===== config.mk =====
export PLATFORM = sky130hd
export DESIGN_NAME = gpio_port_bank_with_pin_modes_unit
export DESIGN_NICKNAME = d
export VERILOG_FILES = /design/src/rtl/gpb_pkg.sv /design/src/rtl/gpio_port_bank_with_pin_modes_unit.sv
export SDC_FILE = /design/constraint.sdc
export NUM_CORES = 1
export LEC_CHECK = 0
export ABC_CLOCK_PERIOD_IN_PS = 4500
export BUFFER_PORTS_ARGS = -buffer_cell sky130_fd_sc_hd__buf_4
export CELL_PAD_IN_SITES_DETAIL_PLACEMENT = 1
export CELL_PAD_IN_SITES_GLOBAL_PLACEMENT = 1
export CORE_MARGIN = 2
export CORE_UTILIZATION = 40
export CTS_BUF_LIST = sky130_fd_sc_hd__clkbuf_16
export CTS_CLUSTER_SIZE = 30
export DETAILED_ROUTE_END_ITERATION = 12
export MAX_ROUTING_LAYER = met4
export PLACE_DENSITY = 0.74
export SLEW_MARGIN = 20
export SYNTH_ARGS = -nofsm -noshare
export SYNTH_HDL_FRONTEND = slang
export SYNTH_SLANG_ARGS = --single-unit

===== constraint.sdc =====
create_clock -name clk -period 4.5 [get_ports clk]
set_input_delay 0.675 -clock clk [delete_from_list [all_inputs] [get_ports clk]]
set_output_delay 0.675 -clock clk [all_outputs]
set_load 0.1 [all_outputs]

===== src/rtl/gpb_pkg.sv =====
package gpb_pkg;

	// Ports that are mapped (1 to 8); storage always covers eight ports.
	localparam int PortCount = 8;
	localparam int PortSlots = 8;
	localparam int PortIdxW  = 3;

	localparam logic [1:0] OpRead  = 2'd0;
	localparam logic [1:0] OpWrite = 2'd1;
	localparam logic [1:0] OpPin   = 2'd2;

	localparam logic [1:0] KindData  = 2'd0;
	localparam logic [1:0] KindMode1 = 2'd1;
	localparam logic [1:0] KindMode0 = 2'd2;

	localparam logic [PortIdxW-1:0] IntPort = 3'd3;

	typedef logic [6:0] addr_t;
	typedef addr_t [2:0] addr_row_t;

	// Register offsets per port: data, M1, M0 (index 0 is data)
	localparam addr_row_t [PortSlots-1:0] AddrTable = '{
		'{7'h62, 7'h61, 7'h78},
		'{7'h4c, 7'h4b, 7'h68},
		'{7'h4a, 7'h49, 7'h48},
		'{7'h34, 7'h33, 7'h40},
		'{7'h32, 7'h31, 7'h30},
		'{7'h16, 7'h15, 7'h20},
		'{7'h12, 7'h11, 7'h10},
		'{7'h14, 7'h13, 7'h00}
	};

	typedef struct packed {
		logic       rmw_read;
		logic       pin_level;
		logic [5:0] pin_index;
		logic [7:0] write_data;
		logic [6:0] address;
		logic [1:0] op;
	} item_t;

	typedef struct packed {
		logic [1:0] int_levels;
		logic [7:0] port_levels;
		logic [2:0] levels_port;
		logic       levels_valid;
		logic       addr_hit;
		logic [7:0] read_data;
	} result_t;

	// Resolve pin levels from modes (m1,m0): 10 input, 01 latch, else latch AND input.
	function automatic logic [7:0] resolve_levels(input logic [7:0] m1, input logic [7:0] m0,
			input logic [7:0] lat, input logic [7:0] ext);
		logic [7:0] in_only;
		logic [7:0] push;
		logic [7:0] other;
		in_only = m1 & ~m0;
		push    = ~m1 & m0;
		other   = ~(in_only | push);
		return (in_only & ext) | (push & lat) | (other & lat & ext);
	endfunction

endpackage


===== src/rtl/gpio_port_bank_with_pin_modes_unit.sv =====
// Bank of eight 8-bit I/O ports, each with a data latch and two pin-mode
// registers (M1, M0) in a 128-byte register window. Every input transaction
// is a register read (tuser 0), a register write (tuser 1) or an external pin
// change (tuser 2) and yields exactly one output transaction. Reads of a data
// register return the resolved pin levels, or the raw latch when rmw_read is
// set; writes to a mapped register and pin changes report that port's resolved
// levels and the INT0/INT1 levels (port 3 pins 2 and 3). Unmapped addresses
// read zero and drop writes. Timing: one transaction per cycle sustained; a
// transaction goes through the input register and then the result register,
// from which its result is offered on the output. While the output is held
// off, the two registers fill and the input stalls. Reset returns
// latches and inputs to all ones, M1 to 0xff (port 3: 0xfc) and M0 to zero.
module gpio_port_bank_with_pin_modes_unit (
	input  logic        clk,
	input  logic        arst_n,
	input  logic        s_axis_tvalid,
	output logic        s_axis_tready,
	// [6:0] address, [14:7] write_data, [20:15] pin_index, [21] pin_level,
	// [22] rmw_read, [23] zero
	input  logic [23:0] s_axis_tdata,
	// [1:0] op
	input  logic [1:0]  s_axis_tuser,
	output logic        m_axis_tvalid,
	input  logic        m_axis_tready,
	// [7:0] read_data, [8] addr_hit, [9] levels_valid, [12:10] levels_port,
	// [20:13] port_levels, [22:21] int_levels, [23] zero
	output logic [23:0] m_axis_tdata
);
	import gpb_pkg::*;

	// Input register stage
	logic    item_valid_s1;
	item_t   item_s1;
	// Result register
	logic    res_valid_q;
	result_t res_q;

	// Port state
	logic [7:0] latch_q [PortSlots];
	logic [7:0] mode1_q [PortSlots];
	logic [7:0] mode0_q [PortSlots];
	logic [7:0] ext_q   [PortSlots];
	logic [7:0] latch_d [PortSlots];
	logic [7:0] mode1_d [PortSlots];
	logic [7:0] mode0_d [PortSlots];
	logic [7:0] ext_d   [PortSlots];

	logic                advance;
	logic                hit;
	logic [PortIdxW-1:0] hit_port;
	logic [1:0]          hit_kind;
	logic [PortIdxW-1:0] pin_port;
	logic                pin_mapped;
	logic [PortIdxW-1:0] rep_port;
	logic                rep_valid;
	result_t             res_d;

	// Advance the stage when the result register is free or being drained
	assign advance       = item_valid_s1 && (!res_valid_q || m_axis_tready);
	assign s_axis_tready = !item_valid_s1 || advance;

	always_ff @(posedge clk or negedge arst_n) begin
		if (!arst_n) begin
			item_valid_s1 <= 1'b0;
		end else if (s_axis_tready) begin
			item_valid_s1 <= s_axis_tvalid;
		end
	end

	// Capture the item on each accepted transaction
	always_ff @(posedge clk) begin
		if (s_axis_tvalid && s_axis_tready) begin
			item_s1.op         <= s_axis_tuser;
			item_s1.address    <= s_axis_tdata[6:0];
			item_s1.write_data <= s_axis_tdata[14:7];
			item_s1.pin_index  <= s_axis_tdata[20:15];
			item_s1.pin_level  <= s_axis_tdata[21];
			item_s1.rmw_read   <= s_axis_tdata[22];
		end
	end

	// Decode the address against the register map of mapped ports
	always_comb begin
		hit      = 1'b0;
		hit_port = '0;
		hit_kind = KindData;
		for (int p = 0; p < PortSlots; p++) begin
			for (int k = 0; k < 3; k++) begin
				if (p < PortCount && AddrTable[p][k] == item_s1.address) begin
					hit      = 1'b1;
					hit_port = PortIdxW'(p);
					hit_kind = 2'(k);
				end
			end
		end
	end

	assign pin_port   = item_s1.pin_index[5:3];
	assign pin_mapped = {1'b0, pin_port} < 4'(PortCount);

	// Next state: apply the register write or the pin change
	always_comb begin
		for (int p = 0; p < PortSlots; p++) begin
			latch_d[p] = latch_q[p];
			mode1_d[p] = mode1_q[p];
			mode0_d[p] = mode0_q[p];
			ext_d[p]   = ext_q[p];
		end
		unique case (item_s1.op)
			OpWrite: begin
				if (hit) begin
					unique case (hit_kind)
						KindData:  latch_d[hit_port] = item_s1.write_data;
						KindMode1: mode1_d[hit_port] = item_s1.write_data;
						KindMode0: mode0_d[hit_port] = item_s1.write_data;
						default:   ;
					endcase
				end
			end
			OpPin: begin
				if (pin_mapped) begin
					ext_d[pin_port][item_s1.pin_index[2:0]] = item_s1.pin_level;
				end
			end
			default: ;
		endcase
	end

	// Build the result from the updated state
	always_comb begin
		res_d     = '0;
		rep_port  = (item_s1.op == OpWrite) ? hit_port : pin_port;
		rep_valid = ((item_s1.op == OpWrite) && hit) || ((item_s1.op == OpPin) && pin_mapped);
		if ((item_s1.op == OpRead) && hit) begin
			res_d.addr_hit = 1'b1;
			unique case (hit_kind)
				KindData:  res_d.read_data = item_s1.rmw_read ? latch_d[hit_port] :
						resolve_levels(mode1_d[hit_port], mode0_d[hit_port],
							latch_d[hit_port], ext_d[hit_port]);
				KindMode1: res_d.read_data = mode1_d[hit_port];
				KindMode0: res_d.read_data = mode0_d[hit_port];
				default:   res_d.read_data = '0;
			endcase
		end
		if ((item_s1.op == OpWrite) && hit) begin
			res_d.addr_hit = 1'b1;
		end
		if (rep_valid) begin
			res_d.levels_valid = 1'b1;
			res_d.levels_port  = rep_port;
			res_d.port_levels  = resolve_levels(mode1_d[rep_port], mode0_d[rep_port],
					latch_d[rep_port], ext_d[rep_port]);
			if (PortCount > 3) begin
				res_d.int_levels = 2'(resolve_levels(mode1_d[IntPort], mode0_d[IntPort],
						latch_d[IntPort], ext_d[IntPort]) >> 2);
			end
		end
	end

	// Commit state as the item leaves the input stage
	always_ff @(posedge clk or negedge arst_n) begin
		if (!arst_n) begin
			for (int p = 0; p < PortSlots; p++) begin
				latch_q[p] <= 8'hff;
				mode1_q[p] <= (PortIdxW'(p) == IntPort) ? 8'hfc : 8'hff;
				mode0_q[p] <= 8'h00;
				ext_q[p]   <= 8'hff;
			end
		end else if (advance) begin
			for (int p = 0; p < PortSlots; p++) begin
				latch_q[p] <= latch_d[p];
				mode1_q[p] <= mode1_d[p];
				mode0_q[p] <= mode0_d[p];
				ext_q[p]   <= ext_d[p];
			end
		end
	end

	// Hold the result until the downstream side takes it
	always_ff @(posedge clk or negedge arst_n) begin
		if (!arst_n) begin
			res_valid_q <= 1'b0;
		end else if (advance) begin
			res_valid_q <= 1'b1;
		end else if (m_axis_tready) begin
			res_valid_q <= 1'b0;
		end
	end

	always_ff @(posedge clk) begin
		if (advance) begin
			res_q <= res_d;
		end
	end

	assign m_axis_tvalid = res_valid_q;
	assign m_axis_tdata  = {1'b0, res_q};

endmodule

### After elaboration in Yosys (flattened, before gate mapping)

Index checks and enable logic that the tools add are counted.

| storage, ports and cells | value |
|---|---|
| bits in latches | 0 |
| logic and storage cells | 254 |
| flip-flop bits (word level) | 306 |
| memory bits (read-only) | 0 |
| RAM bits | 0 |
| output and inout bits | 26 |
| memories kept | 0 |

| operators by class | value |
|---|---|
| shift operators | 0 |
| add/sub/neg operators | 0 |
| bitwise gates (word level) | 39 |
| muxes and demuxes | 119 |
| multipliers | 0 |
| divide/modulo/power cells | 0 |
| eq/ne operators | 27 |
| reductions and logical operators | 16 |
| $lt $le $gt $ge | 7 |

Operators by type and width:

| cell | number |
|---|---|
| 64-bit two-way mux | 10 |
| 64-bit bitwise mux | 4 |
| 8-bit binary-select mux with 3-bit select | 8 |
| 8-bit two-way mux | 19 |
| 8-bit bitwise AND | 12 |
| 7-bit == test, first input constant | 10 |
| 3-bit two-way mux | 17 |
| 5-bit by 7-bit == test with 1-bit output, first input constant | 7 |
| 8-bit demux with 3-bit select | 2 |
| 2-bit two-way mux | 24 |
| 8-bit inverter | 6 |
| 8-bit bitwise OR | 6 |
| 6-bit by 7-bit == test with 1-bit output, first input constant | 6 |
| 1-bit two-way mux | 32 |
| 4-bit bitwise AND | 6 |
| 8-bit case mux with 3 select lines | 1 |
| 4-bit >= comparator, second input constant | 3 |
| 3-bit inverter with 4-bit output | 3 |
| 4-bit inverter | 3 |
| 4-bit bitwise OR | 3 |
| 9-bit two-way mux | 1 |
| 4-bit by 1-bit < comparator with 1-bit output, second input constant | 2 |
| 1-bit logical AND | 7 |
| 7-bit logical NOT | 1 |
| 9 further kinds | 15 |

### Longest topological paths before layout

Gate-level depths: netlist of run 1.

| depth | value |
|---|---|
| depth in word-level cells | 44 |
| depth in mapped cells | 17 |
| mapped depth without buffers | 14 |

### Worst setup path before layout of run 1

No wires, ideal clock.

| path | value |
|---|---|
| kind | reg2reg |
| start point | register item_s1[2] (netlist bit) |
| end point | register res_q, in the netlist m_axis_tdata[1], data pin |
| stages on the path, launching flop included | 16 |
| period minus slack after synthesis | 3.643 ns |
| setup slack | 0.857 ns |
| arrival | 3.484 ns |
| cell sequence | edfxtp_1 buf_2 or2_2 nor4_1 nand2b_1 clkbuf_1 clkbuf_1 buf_1 nand2_1 o221a_2 o2111ai_1 inv_1 ha_1 a211oi_1 or4_1 o211ai_1 |

| on the way | value |
|---|---|
| longest elaborated chain between the ends | 43 |
| elaborated cells between the ends (all ways) | 140 |
| classes of those cells | 2 x order compare; 25 x eq/ne; 96 x mux; 13 x bitwise; 4 x reduce/logical |

RTL lines:

| item | line | text |
|---|---|---|
| start, declared | gpio_port_bank_with_pin_modes_unit.sv:33 | `item_t item_s1;` |
| 5-bit by 7-bit == test with 1-bit output | gpio_port_bank_with_pin_modes_unit.sv:89 | `if (p < PortCount && AddrTable[p][k] == item_s1.address) begin` |
| 1-bit two-way mux (3 in series) | gpio_port_bank_with_pin_modes_unit.sv:89 |  |
| 2-bit two-way mux (2 in series) | gpio_port_bank_with_pin_modes_unit.sv:89 |  |
| 3-bit two-way mux (16 in series) | gpio_port_bank_with_pin_modes_unit.sv:89 |  |
| 3-bit inverter with 4-bit output (not written as such) | -- |  |
| 4-bit >= comparator (not written as such) or 4-bit by 1-bit < comparator with 1-bit output (tied branches) | gpio_port_bank_with_pin_modes_unit.sv:113, gpio_port_bank_with_pin_modes_unit.sv:114, gpio_port_bank_with_pin_modes_unit.sv:115 |  |
| 1-bit logical AND (not written as such) | gpio_port_bank_with_pin_modes_unit.sv:113, gpio_port_bank_with_pin_modes_unit.sv:114, gpio_port_bank_with_pin_modes_unit.sv:115 |  |
| 8-bit two-way mux (not written as such) | gpio_port_bank_with_pin_modes_unit.sv:113, gpio_port_bank_with_pin_modes_unit.sv:114, gpio_port_bank_with_pin_modes_unit.sv:115 |  |
| [... 8 more ...] | -- |  |
| 8-bit inverter, on equally long branches | gpb_pkg.sv:57, gpb_pkg.sv:58 |  |
| 8-bit bitwise AND, on equally long branches | gpb_pkg.sv:57, gpb_pkg.sv:58 |  |
| 8-bit bitwise OR | gpb_pkg.sv:59 | `other = ~(in_only \| push);` |
| 8-bit inverter | gpb_pkg.sv:59 |  |
| 8-bit bitwise AND (2 in series) | gpb_pkg.sv:60 | `return (in_only & ext) \| (push & lat) \| (other & lat & ext);` |
| 8-bit bitwise OR | gpb_pkg.sv:60 |  |
| 8-bit two-way mux | gpio_port_bank_with_pin_modes_unit.sv:137 | `KindData: res_d.read_data = item_s1.rmw_read ? latch_d[hit_port] :` |
| 8-bit case mux with 3 select lines | gpio_port_bank_with_pin_modes_unit.sv:136 | `unique case (hit_kind)` |
| end signal, assigned | gpio_port_bank_with_pin_modes_unit.sv:192 | `res_q <= res_d;` |
| end, declared | gpio_port_bank_with_pin_modes_unit.sv:36 | `result_t res_q;` |

Parallel ways exist; a longest one is shown, timed or not. The select of a mux whose other input is x is not followed.
A chain may end at the register's enable or synchronous reset.

### Final worst setup path of run 1

| path | value |
|---|---|
| start point | register item_s1[5] (netlist bit) |
| end point | register res_q, in the netlist m_axis_tdata[17], data pin |

| on the way | value |
|---|---|
| longest elaborated chain between the ends | 41 |
| elaborated cells between the ends (all ways) | 141 |
| classes of those cells | 2 x order compare; 25 x eq/ne; 95 x mux; 14 x bitwise; 5 x reduce/logical |

RTL lines:

| item | line | text |
|---|---|---|
| 5-bit by 7-bit == test with 1-bit output | gpio_port_bank_with_pin_modes_unit.sv:89 |  |
| 1-bit two-way mux (3 in series) | gpio_port_bank_with_pin_modes_unit.sv:89 |  |
| 2-bit two-way mux (2 in series) | gpio_port_bank_with_pin_modes_unit.sv:89 |  |
| 3-bit two-way mux (16 in series) | gpio_port_bank_with_pin_modes_unit.sv:89 |  |
| 3-bit inverter with 4-bit output (not written as such) | gpio_port_bank_with_pin_modes_unit.sv:113, gpio_port_bank_with_pin_modes_unit.sv:114, gpio_port_bank_with_pin_modes_unit.sv:115 |  |
| 4-bit >= comparator (not written as such) or 4-bit by 1-bit < comparator with 1-bit output (tied branches) | gpio_port_bank_with_pin_modes_unit.sv:113, gpio_port_bank_with_pin_modes_unit.sv:114, gpio_port_bank_with_pin_modes_unit.sv:115 |  |
| 1-bit logical AND (not written as such) | gpio_port_bank_with_pin_modes_unit.sv:113, gpio_port_bank_with_pin_modes_unit.sv:114, gpio_port_bank_with_pin_modes_unit.sv:115 |  |
| 8-bit two-way mux (not written as such) | gpio_port_bank_with_pin_modes_unit.sv:113, gpio_port_bank_with_pin_modes_unit.sv:114, gpio_port_bank_with_pin_modes_unit.sv:115 |  |
| [... 5 more ...] | -- |  |
| 8-bit binary-select mux with 3-bit select | gpio_port_bank_with_pin_modes_unit.sv:151 | `res_d.port_levels = resolve_levels(mode1_d[rep_port], mode0_d[rep_port],` |
| 8-bit two-way mux (not written as such) (2 in series) | gpio_port_bank_with_pin_modes_unit.sv:151 |  |
| 8-bit inverter, on equally long branches | gpb_pkg.sv:57, gpb_pkg.sv:58 |  |
| 8-bit bitwise AND, on equally long branches | gpb_pkg.sv:57, gpb_pkg.sv:58 |  |
| 8-bit bitwise OR | gpb_pkg.sv:59 |  |
| 8-bit inverter | gpb_pkg.sv:59 |  |
| 8-bit bitwise AND (2 in series) | gpb_pkg.sv:60 |  |
| 8-bit bitwise OR | gpb_pkg.sv:60 |  |

Parallel ways exist; a longest one is shown, timed or not. The select of a mux whose other input is x is not followed.

==> results of run 1 <==
-- cell type report --
class / count / area [sq um]
fill: 5777 / 26200
multi-input combinational: 1764 / 11300
sequential: 306 / 8140
timing repair buffer: 285 / 2260
clock buffer: 44 / 1100
tap: 672 / 841
inverter: 55 / 206
clock inverter: 25 / 200
antenna: 1 / 2.50
-- Yosys cell counts, types with 9 or more instances --
| cell type | instances | area, sq um |
|---|---|---|
| a221oi_1 | 24 | 210 |
| buf_2 | 37 | 185 |
| a211o_1 | 14 | 123 |
| dfrtp_1 | 68 | 1700 |
| edfxtp_1 | 48 | 1440 |
| nor3b_1 | 14 | 105 |
| a32o_1 | 11 | 110 |
| o22ai_1 | 90 | 563 |
| a22oi_1 | 23 | 173 |
| nand4b_1 | 9 | 78.8 |
| nor3_1 | 82 | 410 |
| dfstp_2 | 190 | 4990 |
| inv_1 | 53 | 199 |
| o2111ai_1 | 15 | 131 |
| nand2_1 | 349 | 1310 |
| buf_1 | 10 | 37.5 |
| o21ai_1 | 19 | 95.1 |
| o221ai_1 | 22 | 193 |
| a221oi_2 | 9 | 135 |
| nand4_1 | 21 | 131 |
| a31oi_1 | 18 | 113 |
| a211oi_1 | 10 | 75.1 |
| o21ai_0 | 240 | 1200 |
| mux2i_1 | 117 | 1170 |
| nand2b_1 | 13 | 81.3 |
| nor2_1 | 164 | 616 |
| nor2b_1 | 15 | 93.8 |
| a21oi_1 | 75 | 375 |
| nand3_1 | 55 | 275 |
| or3_1 | 15 | 93.8 |
| mux2_2 | 90 | 1010 |
| ha_1 | 36 | 450 |
| o211ai_1 | 42 | 315 |
| clkbuf_1 | 132 | 495 |
-- state kept, by name, summed over array words and instances, names as in the netlist --
name	count
item_valid_s1	1
m_axis_tvalid	1
m_axis_tdata	23
ext_q	64
item_s1	25
latch_q	64
mode0_q	64
mode1_q	64
-- what timing repair did --
action                     4_1_cts  5_1_grt
resized for setup                0       13
setup buffers                    0       11
setup endpoints to repair        0       14
hold buffers                     0        0
-- worst paths after layout --
check / start / to / slack (ns) / cells past startpoint
min: arst_n / mode0_q[43] / 0.26 / 1
min in group clk: s_axis_tdata[2] / item_s1[4] / 0.28 / 1
max reg2reg: item_s1[5] / m_axis_tdata[17] / 0.15 / 13
max: item_s1[5] / m_axis_tdata[17] / 0.15 / 13
max in group asynchronous: arst_n / latch_q[36] / 3.23 / 2
min reg2reg: ext_q[49] / ext_q[49] / 0.46 / 2
-- cell families after synthesis --
logic type	synth area share
AOI/OAI and AO/OA	0.235
xor gates and xnor gates	0.000860
adders and majority gates	0.0221
buffers and inverters	0.0500
DFF	0.399
muxes	0.107
other	0.000184
and+or+nand+nor	0.186
-- power by group through the flow --
stage / Combinational [mW] / Sequential, mW / Clock [mW]
CTS: 1.83 / 3.24 / 3.26
global route: 2.00 / 3.26 / 3.37
floorplan: 0.973 / 3.32 / 0
finish: 1.89 / 3.24 / 3.21
detailed placement: 1.82 / 3.28 / 0
global placement: 1.77 / 3.27 / 0
-- critical path, stage by stage, from the launching register on --
cell and delay (ns):
edfxtp_1 0.54, buf_4 0.26, or2_1 0.30, or4_1 0.62, buf_4 0.27, o21ai_1 0.58, a2bb2oi_1 0.24, o211ai_1 0.11
o31a_1 0.17, mux2_2 0.28, ha_1 0.20, a22oi_1 0.26, o21ai_1 0.11, buf_4 0.16
-- metrics by stage --
step,std cells,util,instance area (sq um)
2_1_floorplan,2315,-,20400
3_3_place_gp,3071,0.450,22600
3_5_place_dp,3071,0.450,22600
4_1_cts,3140,0.476,23900
5_1_grt,3152,0.479,24100
6_report,3152,0.479,24100
-- placed cells by master (no fill, tap or decap), drive strengths merged, types with 8 or more instances in the layout --
cell type and instances:
a211o 14, a211oi 11, a21o 8, a21oi 77
a221oi 33, a22oi 24, a31oi 18, a32o 11
and3 8, buf 285, clkbuf 44, clkinv 14
dfrtp 68, dfstp 190, edfxtp 48, ha 36
inv 63, mux2 90, mux2i 117, nand2 351
nand2b 13, nand3 55, nand4 21, nand4b 9
nor2 165, nor2b 15, nor3 88, nor3b 14
nor4 11, o2111ai 15, o211ai 43, o21ai 261
o221ai 22, o22ai 90, o31a 8, o32ai 9
o41a 8, or3 16
-- metal layers --
metal,vias to the layer above,wire (um)
li1,8883,-
met1,10280,38400
met2,943,42500
met3,271,7250
met4,0,4970
met5,-,0
==> flow_summary.json, run 1 <==
{
  "outcome": "finished, final reports clean",
  "gr-max-usage-layer": "met2",
  "sw_frac_of_total": 0.326,
  "clock_sinks": 306,
  "min_period_over_period": 0.967,
  "peakVddDrop_v": 0.000302,
  "vias": 20377,
  "synth_cell_types": 99,
  "met1_usage": 0.458,
  "slew_headroom": 0.338,
  "rows": 82,
  "crit_type": "reg2reg",
  "synth-main-ff-cell": "dfstp_2",
  "synthToLayoutAreaGrowth_pct": 18.2,
  "fin_tns_setup_ns": 0,
  "grt_use_total": 0.360,
  "required_ns": 4.83,
  "power.density_nw_per_um2": 346,
  "leakage_nw": 9.43,
  "pwr-share-clk": 0.385,
  "cap_violations": 0,
  "wirelength_um": 93200,
  "cts_max_level": 2,
  "avgSynthCellArea_sq_um": 8.80,
  "cts_made_buffers": 38,
  "ys_ff_latch": 306,
  "crit_arrival_ns": 4.68,
  "pre_cts_slack_ns": 0.0245,
  "io-pin-count": 56,
  "clk_path_buf_depth": 3,
  "synth_edf_count": 48,
  "coreArea_sq_um": 50300,
  "p_sw_mw": 2.72,
  "fin_skew_ns": 0.0209,
  "slew_viol_final": 0,
  "period_needed_ns": 4.35,
  "synth_cells": 2315,
  "die-area_sq_um": 52800,
  "netlist_area_sq_um": 20400,
  "internal_power_mw": 5.62,
  "finalSetupViolations": 0,
  "clock.fmax_ghz": 0.230,
  "hp-class": "in2async",
  "ys_seq_area_frac": 0.399,
  "grt_start_max_net_pins": 100,
  "drive_gt1_frac": 0.282,
  "drt_iter0_drc": 2167,
  "antenna_found_initial": 2,
  "pwr-share-comb": 0.227,
  "numPortBuffers": 53,
  "worst_pin_slew_ns": 0.992,
  "synth-async-reset-ratio": 0.843,
  "clkLatencyLatePin_ns": 0.57,
  "met2_usage": 0.556,
  "cts_root_buf": "clkbuf_16",
  "hold_viol": 0,
  "drc_errors": 0,
  "firstDrtPassIters": 5,
  "first_global_vias": 20756,
  "initial_core_util": 0.405,
  "chipHeight_um": 230,
  "clk_pin_slew_ns": 0.06,
  "p_seq_frac": 0.388,
  "antenna_left": 0,
  "grt_pass1_wl_um": 138000,
  "layout_setup_ws_ns": 0.149,
  "grt_overflow": 0,
  "holdWs_ns": 0.256,
  "wl_per_cell_um": 29.6,
  "grt_setup_unrepaired": "yes",
  "die_w_um": 230,
  "synth_warnings": 0,
  "hpwl_um": 68100,
  "gr-usage-met3": 0.0627,
  "vias_per_cell": 6.46,
  "path_max_fanout": 12,
  "gp_congestion": 0.981,
  "cts_tree": "built",
  "syn-num-nets": 2381,
  "end_kind": "flop",
  "p_total_mw": 8.34,
  "nNetsFinal": 2516,
  "start_kind": "flop"
}
Note: power is estimated with default switching activity, not from simulation.
==> run 2: changes to the inputs <==
- CORE_UTILIZATION: 40 -> 49
- PLACE_DENSITY: 0.74 -> 0.87
==> flow_summary.json, run 2 (synthesis results as in run 1) <==
{
  "outcome": "finished, final reports clean",
  "p_sw_mw": 2.73,
  "p_total_mw": 8.14,
  "hpwl_um": 66700,
  "grt_overflow": 0,
  "power.density_nw_per_um2": 345,
  "drive_gt1_frac": 0.269,
  "crit_end": "m_axis_tdata[19]",
  "synthToLayoutAreaGrowth_pct": 15.7,
  "dp_cells": 2902,
  "cts_tree": "built",
  "die_w_um": 208,
  "worst_pin_slew_ns": 1.08,
  "grt_start_max_net_pins": 120,
  "met2_usage": 0.675,
  "internal_power_mw": 5.42,
  "coreArea_sq_um": 40900,
  "leakage_nw": 9.22,
  "fin_tns_setup_ns": 0,
  "chipHeight_um": 208,
  "gr-usage-met3": 0.0756,
  "r2r-end": "m_axis_tdata[19]",
  "clock.fmax_ghz": 0.227,
  "antenna_left": 0,
  "r2r_setup_slack_ns": 0.09,
  "r2r_cells": 10,
  "slew_viol_final": 0,
  "crit_type": "reg2reg",
  "hold_viol": 0,
  "fin_skew_ns": 0.0240,
  "wl_per_cell_um": 31.2,
  "crit_arrival_ns": 4.69,
  "drc_errors": 0,
  "holdWs_ns": 0.171,
  "end_kind": "flop",
  "nNetsFinal": 2484,
  "grt_use_total": 0.438,
  "clock_sinks": 306,
  "vias_per_cell": 6.93,
  "layout_setup_ws_ns": 0.0884,
  "firstDrtPassIters": 6,
  "first_global_vias": 21264,
  "peakVddDrop_v": 0.000287,
  "numPortBuffers": 53,
  "reg2reg_from": "item_s1[3]",
  "grt_pass1_wl_um": 138000,
  "regArea_sq_um": 8140,
  "finalSetupViolations": 0,
  "design_area_sq_um": 23600,
  "cts_max_level": 2,
  "antenna_found_initial": 0,
  "hp-class": "in2async",
  "final_common_cell": "nand2_1",
  "nFillCells": 4744,
  "vias": 20641,
  "final_core_utilization": 0.576,
  "gp_congestion": 1.02,
  "period_needed_ns": 4.41,
  "multiInputGateArea_sq_um": 11300,
  "path_max_fanout": 29,
  "met1_usage": 0.544,
  "slew_headroom": 0.282,
  "post_dp_cell_area_sq_um": 22300,
  "drt_iter0_drc": 2324,
  "final_cell_mix": "nand2_1, buf_4, o21ai_0",
  "clk_path_buf_depth": 3,
  "io-pin-count": 56,
  "clkLatencyLatePin_ns": 0.59,
  "cap_violations": 0,
  "pwr-share-clk": 0.370,
  "initial_core_util": 0.498,
  "pre_cts_slack_ns": 0.0475,
  "cts_hold_buf": 0,
  "sw_frac_of_total": 0.335,
  "wirelength_um": 93000,
  "start_kind": "flop",
  "cts_made_buffers": 36,
  "p_seq_frac": 0.399,
  "insertedDiodeCount": 0,
  "required_ns": 4.78,
  "fin_cells": 2978,
  "min_period_over_period": 0.980,
  "crit_start": "item_s1[3]",
  "gr-max-usage-layer": "met2",
  "clk_pin_slew_ns": 0.07,
  "cts_root_buf": "clkbuf_16",
  "die-area_sq_um": 43200,
  "pwr-share-comb": 0.231,
  "rows": 74
}
run 2: cell types whose count changed in the layout (fill, tap and decap cells not counted), sizes merged, moves of 2 or more:
cell / delta
clkinvlp: +2
buf: -31
inv: -2
clkinv: +3
clkbuf: -6
run 2: routing by layer:
metal / routed length [um] / vias up / part of all wire
met5: 0 / - / 0
met4: 6560 / 0 / 0.070
met3: 8040 / 362 / 0.086
met2: 42100 / 1163 / 0.45
met1: 36400 / 10309 / 0.39
li1: - / 8807 / -
run 2: timing repair:
item | 4_1_cts | 5_1_grt
resized for setup | 0 | 9
setup buffers | 0 | 10
setup endpoints to repair | 0 | 11
run 2: how the worst min path moves through the flow:
stage                     startpoint             to  slack, ns  cells past startpoint
after floorplan               arst_n  item_valid_s1       0.38                      0
after global placement     ext_q[24]      ext_q[24]       0.45                      2
after detailed placement   ext_q[49]      ext_q[49]       0.45                      2
after CTS                     arst_n  m_axis_tvalid       0.23                      1
after global routing          arst_n  item_valid_s1       0.25                      1
final                         arst_n  item_valid_s1       0.17                      1
run 2: worst max-delay path, cell delays in order (launching register included):
cell and delay [ns]:
edfxtp_1 0.57, or4b_1 0.63, a311oi_4 0.51, a21o_1 0.22, buf_12 0.23, o31a_2 0.24
buf_12 0.21, nor2_1 0.24, a32o_1 0.31, a221oi_1 0.72, o21ai_1 0.22
run 2: layout make-up:
class                      count  area share
multi-input combinational   1764       0.480
sequential                   306       0.345
timing repair buffer         255      0.0878
clock buffer                  37      0.0392
tap                          532      0.0282
clock inverter                29      0.0106
inverter                      55     0.00875
run 2: power by group through the flow:
stage	combinational [mW]	sequential (mW)	clock, mW
floorplan	0.973	3.32	0
global placement	1.72	3.27	0
detailed placement	1.78	3.29	0
CTS	1.80	3.25	3.03
global route	1.97	3.27	3.13
finish	1.88	3.25	3.01
